### src/design/lrts_pkg.sv
// Shared types and constants for the least-run task scheduler.
// Used by lrts_table and least_run_task_scheduler; no dependencies.
`timescale 1ns / 1ps
package lrts_pkg;
    localparam int TaskSlotsDefault = 16;

    typedef enum logic [2:0] {
        ST_UNUSED   = 3'd0,
        ST_READY    = 3'd1,
        ST_RUNNING  = 3'd2,
        ST_BLOCKED  = 3'd3,
        ST_SLEEPING = 3'd4,
        ST_EXITED   = 3'd5
    } task_st_t;

    localparam logic [2:0] FN_SCHED = 3'd0;
    localparam logic [2:0] FN_SLEEP = 3'd1;
    localparam logic [2:0] FN_SPAWN = 3'd2;
    localparam logic [2:0] FN_KILL  = 3'd3;
    localparam logic [2:0] FN_EXIT  = 3'd4;
    localparam logic [2:0] FN_WAIT  = 3'd5;

    localparam logic [1:0] ERR_OK      = 2'd0;
    localparam logic [1:0] ERR_NO_SLOT = 2'd1;
    localparam logic [1:0] ERR_NO_PID  = 2'd2;
    localparam logic [1:0] ERR_NO_RDY  = 2'd3;

    // One table entry as held in memory.
    typedef struct packed {
        logic [2:0]  st;
        logic [15:0] pid;
        logic [31:0] cnt;
        logic [31:0] wake;
        logic [5:0]  waits;
    } entry_t;

    localparam logic [15:0] PID_FIRST = 16'd2;
endpackage

### src/design/lrts_table.sv
// Task table memory: one synchronous read port, one write port.
// Depends on lrts_pkg for the entry type.
`timescale 1ns / 1ps
module lrts_table #(
    parameter int TASK_SLOTS = lrts_pkg::TaskSlotsDefault,
    localparam int AW = $clog2(TASK_SLOTS)
) (
    input  logic                  aclk,
    input  logic [AW-1:0]         rd_addr,
    output lrts_pkg::entry_t      rd_data,
    input  logic                  wr_en,
    input  logic [AW-1:0]         wr_addr,
    input  lrts_pkg::entry_t      wr_data
);
    lrts_pkg::entry_t mem [TASK_SLOTS];

    always_ff @(posedge aclk) begin
        if (wr_en) begin
            mem[wr_addr] <= wr_data;
        end
        rd_data <= mem[rd_addr];
    end
endmodule

### src/design/least_run_task_scheduler.sv
// Least-run task scheduler top level: sequencer around the task table.
// Depends on lrts_pkg and lrts_table.
//
//  channel | dir | fields (tdata low bit up)
//  s_axis  | in  | func[2:0] now[34:3] sleep_ticks[66:35] target_pid[82:67]
//  m_axis  | out | running_slot[3:0] running_pid[19:4] spawned_pid[35:20]
//          |     | error_code[37:36]
//
// Reset runs a clearing pass over all TASK_SLOTS entries, no word accepted meanwhile.
// The table has one read and one write port; pid search, waiter release,
// wake-up and minimum search each sweep all TASK_SLOTS entries. The result
// register holds a word while m_axis_tready is low; the next word is taken
// once the result is gone.
`timescale 1ns / 1ps
module least_run_task_scheduler #(
    parameter int TASK_SLOTS = lrts_pkg::TaskSlotsDefault
) (
    input  logic        aclk,
    input  logic        aresetn,
    input  logic        s_axis_tvalid,
    output logic        s_axis_tready,
    input  logic [87:0] s_axis_tdata,  // func, now, sleep_ticks, target_pid
    output logic        m_axis_tvalid,
    input  logic        m_axis_tready,
    output logic [39:0] m_axis_tdata   // running_slot, running_pid, spawned_pid, error_code
);
    localparam int AW = $clog2(TASK_SLOTS);
    localparam int CW = $clog2(TASK_SLOTS + 1);
    localparam logic [CW-1:0] LAST = CW'(TASK_SLOTS - 1);

    typedef enum logic [11:0] {
        S_CLEAR = 12'b000000000001,
        S_IDLE  = 12'b000000000010,
        S_FIND  = 12'b000000000100, // search free slot or pid
        S_REL   = 12'b000000001000, // release waiters of victim
        S_PREC  = 12'b000000010000, // read current entry
        S_CUR   = 12'b000000100000, // modify current entry
        S_WAKE  = 12'b000001000000, // wake sleepers, current entry back to ready
        S_MIN   = 12'b000010000000, // minimum search
        S_PICKR = 12'b000100000000,
        S_PICK  = 12'b001000000000,
        S_SPAWN = 12'b010000000000,
        S_OUT   = 12'b100000000000
    } fsm_t;

    fsm_t state_reg, state_next;
    logic [CW-1:0] idx_reg, idx_next;       // address issued
    logic          rv_reg, rv_next;         // read data valid this cycle
    logic [AW-1:0] ra_reg, ra_next;         // address of data now on rd_data
    logic [2:0]    func_reg, func_next;
    logic [31:0]   now_reg, now_next, tick_reg, tick_next;
    logic [15:0]   tpid_reg, tpid_next;
    logic [AW-1:0] cur_reg, cur_next;
    logic [15:0]   npid_reg, npid_next;
    logic          found_reg, found_next;
    logic [AW-1:0] hit_reg, hit_next;
    logic          best_v_reg, best_v_next;
    logic [AW-1:0] best_reg, best_next;
    logic [31:0]   bcnt_reg, bcnt_next;
    logic [1:0]    err_reg, err_next;
    logic [15:0]   spid_reg, spid_next;
    logic [15:0]   rpid_reg, rpid_next;
    logic          ov_reg, ov_next;

    logic [AW-1:0] rd_addr, wr_addr;
    logic          wr_en;
    lrts_pkg::entry_t rd_data, wr_data, e;

    lrts_table #(.TASK_SLOTS(TASK_SLOTS)) u_table (
        .aclk(aclk), .rd_addr(rd_addr), .rd_data(rd_data),
        .wr_en(wr_en), .wr_addr(wr_addr), .wr_data(wr_data)
    );

    assign s_axis_tready = (state_reg == S_IDLE) && !ov_reg;
    assign m_axis_tvalid = ov_reg;
    assign m_axis_tdata  = {2'b00, err_reg, spid_reg, rpid_reg, 4'(cur_reg)};

    always_comb begin
        state_next = state_reg; idx_next = idx_reg; rv_next = 1'b0; ra_next = ra_reg;
        func_next = func_reg; now_next = now_reg; tick_next = tick_reg;
        tpid_next = tpid_reg; cur_next = cur_reg; npid_next = npid_reg;
        found_next = found_reg; hit_next = hit_reg; best_v_next = best_v_reg;
        best_next = best_reg; bcnt_next = bcnt_reg; err_next = err_reg;
        spid_next = spid_reg; rpid_next = rpid_reg; ov_next = ov_reg;
        rd_addr = idx_reg[AW-1:0];
        wr_en = 1'b0; wr_addr = ra_reg; e = rd_data; wr_data = rd_data;
        if (ov_reg && m_axis_tready) ov_next = 1'b0;

        case (state_reg)
            S_CLEAR: begin
                wr_en = 1'b1; wr_addr = idx_reg[AW-1:0];
                wr_data = '0;
                wr_data.st = (idx_reg == '0) ? lrts_pkg::ST_RUNNING : lrts_pkg::ST_UNUSED;
                idx_next = idx_reg + 1'b1;
                if (idx_reg == LAST) state_next = S_IDLE;
            end
            S_IDLE: begin
                if (s_axis_tvalid && !ov_reg) begin
                    func_next = s_axis_tdata[2:0];
                    now_next  = s_axis_tdata[34:3];
                    tick_next = s_axis_tdata[66:35];
                    tpid_next = s_axis_tdata[82:67];
                    spid_next = '0; err_next = lrts_pkg::ERR_OK;
                    found_next = 1'b0; idx_next = '0; rv_next = 1'b0;
                    case (s_axis_tdata[2:0])
                        lrts_pkg::FN_SCHED, lrts_pkg::FN_SLEEP,
                        lrts_pkg::FN_EXIT: state_next = S_PREC;
                        lrts_pkg::FN_SPAWN, lrts_pkg::FN_KILL,
                        lrts_pkg::FN_WAIT: state_next = S_FIND;
                        default: begin
                            idx_next = CW'(cur_reg); state_next = S_PICKR;
                            best_next = cur_reg;
                        end
                    endcase
                end
            end
            S_FIND: begin
                // sweep: issue idx, examine previous read
                if (rv_reg && !found_reg) begin
                    if (func_reg == lrts_pkg::FN_SPAWN) begin
                        if (e.st == lrts_pkg::ST_UNUSED || e.st == lrts_pkg::ST_EXITED) begin
                            found_next = 1'b1; hit_next = ra_reg;
                        end
                    end else if (e.st != lrts_pkg::ST_UNUSED && e.pid == tpid_reg) begin
                        found_next = 1'b1; hit_next = ra_reg;
                    end
                end
                if (idx_reg <= LAST) begin
                    rv_next = 1'b1; ra_next = idx_reg[AW-1:0]; idx_next = idx_reg + 1'b1;
                end else if (!rv_reg) begin
                    idx_next = '0;
                    if (!found_reg) begin
                        err_next = (func_reg == lrts_pkg::FN_SPAWN) ?
                                   lrts_pkg::ERR_NO_SLOT : lrts_pkg::ERR_NO_PID;
                        best_next = cur_reg; idx_next = CW'(cur_reg); state_next = S_PICKR;
                    end else if (func_reg == lrts_pkg::FN_SPAWN) begin
                        state_next = S_SPAWN;
                    end else if (func_reg == lrts_pkg::FN_KILL) begin
                        state_next = S_REL;
                    end else begin
                        state_next = S_PREC;
                    end
                end
            end
            S_SPAWN: begin
                wr_en = 1'b1; wr_addr = hit_reg;
                wr_data = '0; wr_data.st = lrts_pkg::ST_READY; wr_data.pid = npid_reg;
                spid_next = npid_reg; npid_next = npid_reg + 1'b1;
                best_next = cur_reg; idx_next = CW'(cur_reg); state_next = S_PICKR;
            end
            S_REL: begin
                // release waiters on hit and mark the victim exited, in the same sweep
                if (rv_reg) begin
                    if (ra_reg == hit_reg) begin
                        wr_en = 1'b1; wr_data.st = lrts_pkg::ST_EXITED;
                    end else if (e.st == lrts_pkg::ST_BLOCKED && e.waits[AW-1:0] == hit_reg) begin
                        wr_en = 1'b1; wr_data.st = lrts_pkg::ST_READY;
                    end
                end
                if (idx_reg <= LAST) begin
                    rv_next = 1'b1; ra_next = idx_reg[AW-1:0]; idx_next = idx_reg + 1'b1;
                end else if (!rv_reg) begin
                    idx_next = '0;
                    state_next = (func_reg == lrts_pkg::FN_EXIT) ? S_WAKE : S_PREC;
                end
            end
            S_PREC: begin
                rd_addr = cur_reg; ra_next = cur_reg; state_next = S_CUR;
            end
            S_CUR: begin
                // per-func change of the current entry, plus count reset
                wr_en = 1'b1;
                if (e.st == lrts_pkg::ST_RUNNING) begin
                    case (func_reg)
                        lrts_pkg::FN_SLEEP: begin
                            wr_data.st = lrts_pkg::ST_SLEEPING;
                            wr_data.wake = now_reg + tick_reg;
                        end
                        lrts_pkg::FN_WAIT: begin
                            wr_data.st = lrts_pkg::ST_BLOCKED;
                            wr_data.waits = 6'(hit_reg);
                        end
                        default: ;
                    endcase
                end
                if (e.pid != 16'd0 && e.pid != 16'd1) wr_data.cnt = 32'd1;
                idx_next = '0; rv_next = 1'b0;
                if (func_reg == lrts_pkg::FN_EXIT && e.st == lrts_pkg::ST_RUNNING) begin
                    hit_next = cur_reg; state_next = S_REL;
                end else begin
                    state_next = S_WAKE;
                end
            end
            S_WAKE: begin
                if (rv_reg) begin
                    if (e.st == lrts_pkg::ST_SLEEPING && e.wake <= now_reg) begin
                        wr_en = 1'b1; wr_data.st = lrts_pkg::ST_READY; wr_data.wake = '0;
                    end else if (ra_reg == cur_reg && e.st == lrts_pkg::ST_RUNNING) begin
                        wr_en = 1'b1; wr_data.st = lrts_pkg::ST_READY;
                    end
                end
                if (idx_reg <= LAST) begin
                    rv_next = 1'b1; ra_next = idx_reg[AW-1:0]; idx_next = idx_reg + 1'b1;
                end else if (!rv_reg) begin
                    idx_next = '0; best_v_next = 1'b0; state_next = S_MIN;
                end
            end
            S_MIN: begin
                if (rv_reg && e.st == lrts_pkg::ST_READY &&
                    (!best_v_reg || e.cnt < bcnt_reg)) begin
                    best_v_next = 1'b1; best_next = ra_reg; bcnt_next = e.cnt;
                end
                if (idx_reg <= LAST) begin
                    rv_next = 1'b1; ra_next = idx_reg[AW-1:0]; idx_next = idx_reg + 1'b1;
                end else if (!rv_reg) begin
                    if (!best_v_reg) begin
                        err_next = lrts_pkg::ERR_NO_RDY; best_next = cur_reg;
                    end
                    idx_next = best_v_reg ? CW'(best_reg) : CW'(cur_reg);
                    state_next = S_PICKR;
                end
            end
            S_PICKR: begin
                rd_addr = best_reg; ra_next = best_reg; state_next = S_PICK;
            end
            S_PICK: begin
                // run the pick, when the minimum search found one and no error is set
                if (err_reg == lrts_pkg::ERR_OK && (state_reg == S_PICK) &&
                    best_v_reg && (func_reg != lrts_pkg::FN_SPAWN) &&
                    (func_reg <= lrts_pkg::FN_WAIT)) begin
                    wr_en = 1'b1; wr_data.st = lrts_pkg::ST_RUNNING;
                    wr_data.cnt = e.cnt + 32'd1;
                    cur_next = best_reg;
                end
                rpid_next = e.pid;
                state_next = S_OUT;
            end
            S_OUT: begin
                if (!ov_reg) begin
                    ov_next = 1'b1; best_v_next = 1'b0; state_next = S_IDLE;
                end
            end
            default: state_next = S_CLEAR;
        endcase
    end

    always_ff @(posedge aclk) begin
        if (!aresetn) begin
            state_reg <= S_CLEAR; idx_reg <= '0; rv_reg <= 1'b0; cur_reg <= '0;
            npid_reg <= lrts_pkg::PID_FIRST; ov_reg <= 1'b0; best_v_reg <= 1'b0;
            found_reg <= 1'b0;
        end else begin
            state_reg <= state_next; idx_reg <= idx_next; rv_reg <= rv_next;
            cur_reg <= cur_next; npid_reg <= npid_next; ov_reg <= ov_next;
            best_v_reg <= best_v_next; found_reg <= found_next;
        end
        ra_reg <= ra_next; func_reg <= func_next; now_reg <= now_next;
        tick_reg <= tick_next; tpid_reg <= tpid_next; hit_reg <= hit_next;
        best_reg <= best_next; bcnt_reg <= bcnt_next; err_reg <= err_next;
        spid_reg <= spid_next; rpid_reg <= rpid_next;
    end
endmodule

### config.mk
export PLATFORM = sky130hd
export DESIGN_NAME = least_run_task_scheduler
export DESIGN_NICKNAME = d
export VERILOG_FILES = /design/src/design/lrts_pkg.sv /design/src/design/lrts_table.sv /design/src/design/least_run_task_scheduler.sv
export SDC_FILE = /design/constraint.sdc
export NUM_CORES = 2
export LEC_CHECK = 0
export ABC_AREA = 1
export BUFFER_PORTS_ARGS = -buffer_cell sky130_fd_sc_hd__buf_4
export CORE_MARGIN = 10
export CORE_UTILIZATION = 63
export DETAILED_ROUTE_END_ITERATION = 8
export GPL_ROUTABILITY_DRIVEN = 1
export PLACE_DENSITY = 0.8
export SETUP_SLACK_MARGIN = 0.5
export SLEW_MARGIN = 0
export SYNTH_ARGS = -nofsm -noshare
export SYNTH_HDL_FRONTEND = slang
export SYNTH_SLANG_ARGS = --single-unit
export TNS_END_PERCENT = 1
### constraint.sdc
create_clock -name aclk -period 10.85 [get_ports aclk]
set_input_delay 0.5425 -clock aclk [delete_from_list [all_inputs] [get_ports aclk]]
set_output_delay 0.5425 -clock aclk [all_outputs]
set_load 0.03 [all_outputs]
* Word level (Yosys, flattened, before mapping)
Memory sizes are Yosys's and may differ from the RTL's. A register that Yosys moved wholly into a read port is not among the register bits.
Index checks and enable logic that the tools add are counted.
** Cells by class
- Add/sub/neg operators :: 4
- $lt $le $gt $ge :: 4
- Equal/unequal tests :: 57
- Mux-type cells :: 107
- Reduce and logical (&&, ||, !) cells :: 55
** Operator list (count)
- case mux 32 bit (3 select lines) :: 2
- two-way mux 32 bit :: 5
- case mux 12 bit (12 select lines) :: 1
- two-way mux 12 bit :: 11
- two-way mux 4 bit :: 18
- case mux 16 bit (2 select lines) :: 2
- two-way mux 5 bit :: 8
- two-way mux 38 bit :: 1
- case mux 5 bit (7 select lines) :: 1
- adder 32 x 1 -> 32 bit (second input constant) :: 1
- adder 32 bit :: 1
- less-or-equal comparator 32 bit :: 1
- < comparator 32 bit :: 1
- inequality test 2 bit (second input constant) :: 16
- two-way mux 3 bit :: 8
- case mux 4 bit (2 select lines) :: 3
- two-way mux 1 bit :: 22
- two-way mux 11 bit :: 2
- AND reduction 5 bit :: 4
- equality test 3 x 2 -> 1 bit (second input constant) :: 6
- equality test 3 bit (second input constant) :: 6
- two-way mux 2 bit :: 9
- case mux 3 bit (6 select lines) :: 1
- case mux 9 bit (2 select lines) :: 1
- 54 further kinds :: 96
** Storage, ports and cells
- Flip-flop bits (word level) :: 202
- RAM bits :: 1424
- Input port bits :: 92
- Output and inout port bits :: 42
- Word-level logic and storage cells :: 247
- Memories kept :: 1
** Memory list
- u_table.mem :: words 16, width 89, read ports 1, clocked after Yosys merged registers in 1, write ports 1, line lrts_table.sv:15 : lrts_pkg::entry_t mem [TASK_SLOTS];

* Longest topological paths before layout
- Depth after elaboration :: 9
- Depth in mapped cells :: 21
- Depth with buffers taken out :: 19

* Hierarchy
From an unflattened synthesis, not the netlist that was laid out.
** Second synthesis, totals
- Cell total of the unflattened synthesis :: 7700
- Area total of the unflattened synthesis :: 76857.5 µm²
** By module, submodules not included
- lrts_table :: times used 1, cells an instance 5843, area each 62488.7 µm², sequential area each 44542.7 µm²
- least_run_task_scheduler :: times used 1, cells an instance 1857, area each 14368.8 µm², sequential area each 5655.4 µm²

* Least setup slack after synthesis
OpenSTA, ideal clock, no wires.
- Kind :: reg-to-reg
- Start :: reg state_reg[8]
- End :: reg found_reg
- Library setup time :: 125 ps
- Data arrival time :: 7440 ps
- Data required time :: 10725 ps
- Path slack :: 3285 ps
- Cell stages (with the launch flop) :: 10
- Path buffers :: 0
- Clock period less this slack :: 7565 ps
- Cells stage by stage :: dfxtp_1 -> nor2_1 -> nand2_1 -> inv_2 -> nand2_1 -> nor2_1 -> inv_1 -> nor3_1 -> or2_2 -> a21oi_1
** Between the ends
- Cells in the longest elaborated chain, start to end :: 3
** RTL lines
- start, declared :: line least_run_task_scheduler.sv:46 : fsm_t state_reg, state_next;
- start signal, assigned :: line least_run_task_scheduler.sv:253 : state_reg <= state_next; idx_reg <= idx_next; rv_reg <= rv_next;
- equality test 12 x 3 -> 1 bit or equality test 12 x 2 -> 1 bit (tied branches) :: line least_run_task_scheduler.sv:89 : case (state_reg)
- inequality test 3 bit (no source line), or another cell as far along
- AND reduction 5 bit (no source line)
- end signal, assigned :: line least_run_task_scheduler.sv:255 : best_v_reg <= best_v_next; found_reg <= found_next;
- end, declared :: line least_run_task_scheduler.sv:55 : logic found_reg, found_next;
Several ways; a longest one is shown, not always the timed one.
A chain may end at the register's enable or synchronous reset.

* Final worst setup path
- Start :: reg now_reg[19]
- End :: mem u_table.mem[2][48] (netlist bit) (enable)
** Between the ends
- Cells in the longest elaborated chain, start to end :: 7
** RTL lines
- start, declared :: line least_run_task_scheduler.sv:51 : logic [31:0] now_reg, now_next, tick_reg, tick_next;
- start signal, assigned :: line least_run_task_scheduler.sv:257 : ra_reg <= ra_next; func_reg <= func_next; now_reg <= now_next;
- less-or-equal comparator 32 bit :: line least_run_task_scheduler.sv:196 : if (e.st == lrts_pkg::ST_SLEEPING && e.wake <= now_reg) begin
- logical AND 1 bit :: line least_run_task_scheduler.sv:196
- two-way mux 1 bit :: line least_run_task_scheduler.sv:196
- two-way mux 1 bit :: line least_run_task_scheduler.sv:195 : if (rv_reg) begin
- case mux 1 bit (4 select lines) :: line least_run_task_scheduler.sv:89
- two-way mux 1 bit :: line lrts_table.sv:18 : if (wr_en) begin
- two-way mux 1 bit (implied by the code) :: line lrts_table.sv:19 : mem[wr_addr] <= wr_data;
- end, declared :: line lrts_table.sv:15
Every way passes these cells.

==> impl_metrics.py <==
metrics = {
    "critical_path": {
        "crit_arrival_ns": 5.76,
        "end_kind": "flop",
        "cp_data_required_time_ns": 11.26,
        "crit_path_max_fanout": 37,
        "r2r-start": "now_reg[19]$_DFFE_PP_",
        "critical_path_class": "reg -> reg",
        "crit_start": "now_reg[19]$_DFFE_PP_",
        "startpoint_type": "flop",
    },
    "clock_tree": {
        "clockRootBuffer": "clkbuf_16",
        "cts.sinks": 1681,
        "cts_buffers": 165,
        "clk_path_buf_depth": 3,
        "clk_latency_ns": 0.80,
        "h-tree-depth": 4,
        "clk_pin_slew_worst_paths_ns": 0.06,
        "tritoncts": "done",
    },
    "yosys": {
        "synth_ff_type": "edfxtp_1",
        "yosys_warnings": 0,
        "synth_most_common_cell": "edfxtp_1",
        "ys_types": 52,
        "netlist_area_sq_um": 72690,
        "ys_ff_latch": 1681,
        "synthCells": 6363,
        "ys_seq_area_frac": 0.6768,
        "synth_top_area_cell": "edfxtp_1",
        "synth_edf_count": 1553,
        "async_flop_share": 0,
        "avgSynthCellArea_sq_um": 11.42,
        "ys_top_cells_by_area": "edfxtp_1, o211ai_1, nand2_1, inv_1, nand3_1",
        "yosys-top-cells-count": "edfxtp_1, nand2_1, inv_1",
        "synth_top_area_share": 0.6415,
    },
    "global_routing": {
        "grt_overflow_total": 0,
        "groute.usage.overall": 0.2770,
        "grt_pass1_vias": 47530,
        "grt_pass1_wl_um": 278700,
        "grt_start_max_net_pins": 295,
        "antenna_found_initial": 1,
    },
    "finish": {
        "top_regs": "u_table.mem x1392, u_table.rd_data x87",
        "fill_cells": 7432,
        "largest-register": "u_table.mem",
        "drive_gt1_frac": 0.07616,
        "nNetsFinal": 6699,
        "largest_reg_flops": 1392,
        "area_growth_syn_to_layout_pct": 11.68,
        "fin_util": 0.7090,
    },
    "hold_path": {
        "holdCritPathClass": "in -> reg",
        "min_from": "aresetn",
    },
    "placement": {
        "place.gp.congestion": 0.9827,
        "port_buffers": 126,
        "dp_hpwl_um": 102000,
    },
    "pwr": {
        "cellInternalPower_mw": 14.10,
        "p_total_mw": 21.53,
        "p_switching_mw": 7.437,
        "p_leak_nw": 30.27,
        "pwr-share-comb": 0.280,
        "p_per_area_nw_per_um2": 265.2,
        "pwr-share-clk": 0.262,
        "seqPwrFrac": 0.458,
        "irDropWorstVdd_uv": 199.4,
        "p_sw_frac": 0.3454,
    },
    "detailed_routing": {
        "via_count": 49620,
        "ant_nets": 0,
        "drt_iter0_markers": 6199,
        "viasPerCell": 6.083,
        "firstDrtPassIters": 6,
        "wl_um": 183400,
        "wl_per_cell_um": 22.48,
        "drc": 0,
    },
    "run_status": {
        "outcome": "finished, final reports clean",
    },
    "floorplanning": {
        "num_rows": 124,
        "boundaryPins": 134,
        "die_x_um": 359.7,
        "core-area_sq_um": 114500,
        "die_area_sq_um": 129400,
        "die_y_um": 359.7,
        "start_util": 0.6349,
    },
    "timing": {
        "tightest_slew_ns": 1.363,
        "drv_slew": 0,
        "fin_tns_setup_ns": 0,
        "min_period_ns": 5.346,
        "finalHoldViolations": 0,
        "setup_viol": 0,
        "max_freq_mhz": 187.1,
        "rsz0062_at_grt": "false",
        "slew_headroom": 0.09143,
        "clock_skew_ns": 0.03112,
        "fin_crit_sh": 0.4927,
    },
    "job": {
        "cap_viol_max_count": 0,
    },
}
## cell families after synthesis
logic type | after synthesis | synth area share
adder cells (fa/ha/maj) | 100 | 0.01732
XOR/XNOR | 56 | 0.006747
flip-flops | 1681 | 0.6768
AO/OA/AOI/OAI | 1064 | 0.1011
AND/OR/NAND/NOR | 2144 | 0.1254
buffers and inverters | 1317 | 0.07264
other | 1 | 0.00005159
## final cells by class
type                            count  area, sq um  share of cell area
Timing Repair Buffer              303         2560             0.03153
Tap cell                         1512         1892             0.02330
Clock inverter                     77        799.5            0.009848
Multi-Input combinational cell   3366        18460              0.2273
Antenna cell                        1        2.502          0.00003082
Clock buffer                      227         4544             0.05598
Inverter                          990         3734             0.04599
Sequential cell                  1681        49200              0.6060
## worst max-delay path, cell delays in order (launching register included)
cell and delay [ns]:
edfxtp_1 0.41, inv_1 0.07, ha_1 0.32, a21oi_1 0.18
nand2_1 0.10, nand2_1 0.08, nand3_1 0.07, a21oi_1 0.36
nand2_1 0.10, nand2_1 0.27, nand2_1 0.14, nand3_1 0.11
nand3_1 0.08, buf_4 0.28, a21oi_4 0.88, buf_4 0.68
buf_4 0.75
## repair_timing
| item | in CTS | in global routing |
|---|---|---|
| gates resized for setup | 0 | 0 |
| setup buffers | 0 | 0 |
| hold buffers | 84 | 0 |
| endpoints found under the hold margin | 84 | 0 |
## placed cells by master, fill, tap and decap left out, types with 9 or more instances in the layout
master         synthesis  routed
o21ai_1                1       9
a21oi_4                1      19
nor3_1                43      42
inv_1                982     980
bufinv_16              0      10
buf_4                  9     213
clkinv_2               0      22
nor4_1                14      14
a21oi_1              136     119
nor2_1               198     197
nand2_1             1186    1186
o211ai_1             734     734
ha_1                  99      99
xnor2_1               25      25
o21ai_0              117     109
o21bai_1               9       9
clkbuf_16              0     167
clkbuf_1              97      46
dfxtp_1              128     128
edfxtp_1            1553    1553
dlygate4sd3_1          0      84
xor2_1                31      31
nand3_1              640     640
a21o_1                 9       9
o22ai_1               20      20
clkinv_1               1      22
clkbuf_8               0      14
nand4_1               35      35
## layer usage
layer,share of wire,track usage,vias to the layer above
met3,0.095,0.04695,445
met5,0,0,-
li1,-,-,22680
met2,0.49,0.4652,2608
met1,0.38,0.3616,23890
met4,0.034,0.1045,0
## through the flow
stage,area (sq um),setup slack [ns],hold WS (ns),std cells
finish,81190,5.504,0.09963,8157
global route,81180,5.390,0.08445,8156
floorplan,72700,3.285,0.4082,6364
global placement,74980,5.677,0.4527,7767
CTS,81170,5.515,0.06977,8155
detailed placement,74980,5.579,0.4513,7767
## power by group through the flow
stage / Sequential (mW) / Clock (mW) / Combinational [mW]
after floorplan: 9.89 / 0 / 3.98
after global placement: 9.92 / 0 / 5.63
after detailed placement: 9.97 / 0 / 5.85
after CTS: 9.85 / 5.66 / 5.93
after global routing: 9.94 / 5.93 / 6.61
final: 9.86 / 5.63 / 6.04
## path summary, 6_finish.rpt
check / to / slack, ns / depth (start not counted)
setup / recovery: u_table.mem[2][48]$_DFFE_PP_ / 5.50 / 16
hold / removal: npid_reg[1]$_SDFFE_PN1P_ / 0.1 / 2
setup reg to reg: u_table.mem[2][48]$_DFFE_PP_ / 5.50 / 16
hold reg to reg: rpid_reg[2]$_DFFE_PP_ / 0.47 / 0
No activity file was read; power rests on OpenSTA's default activity.
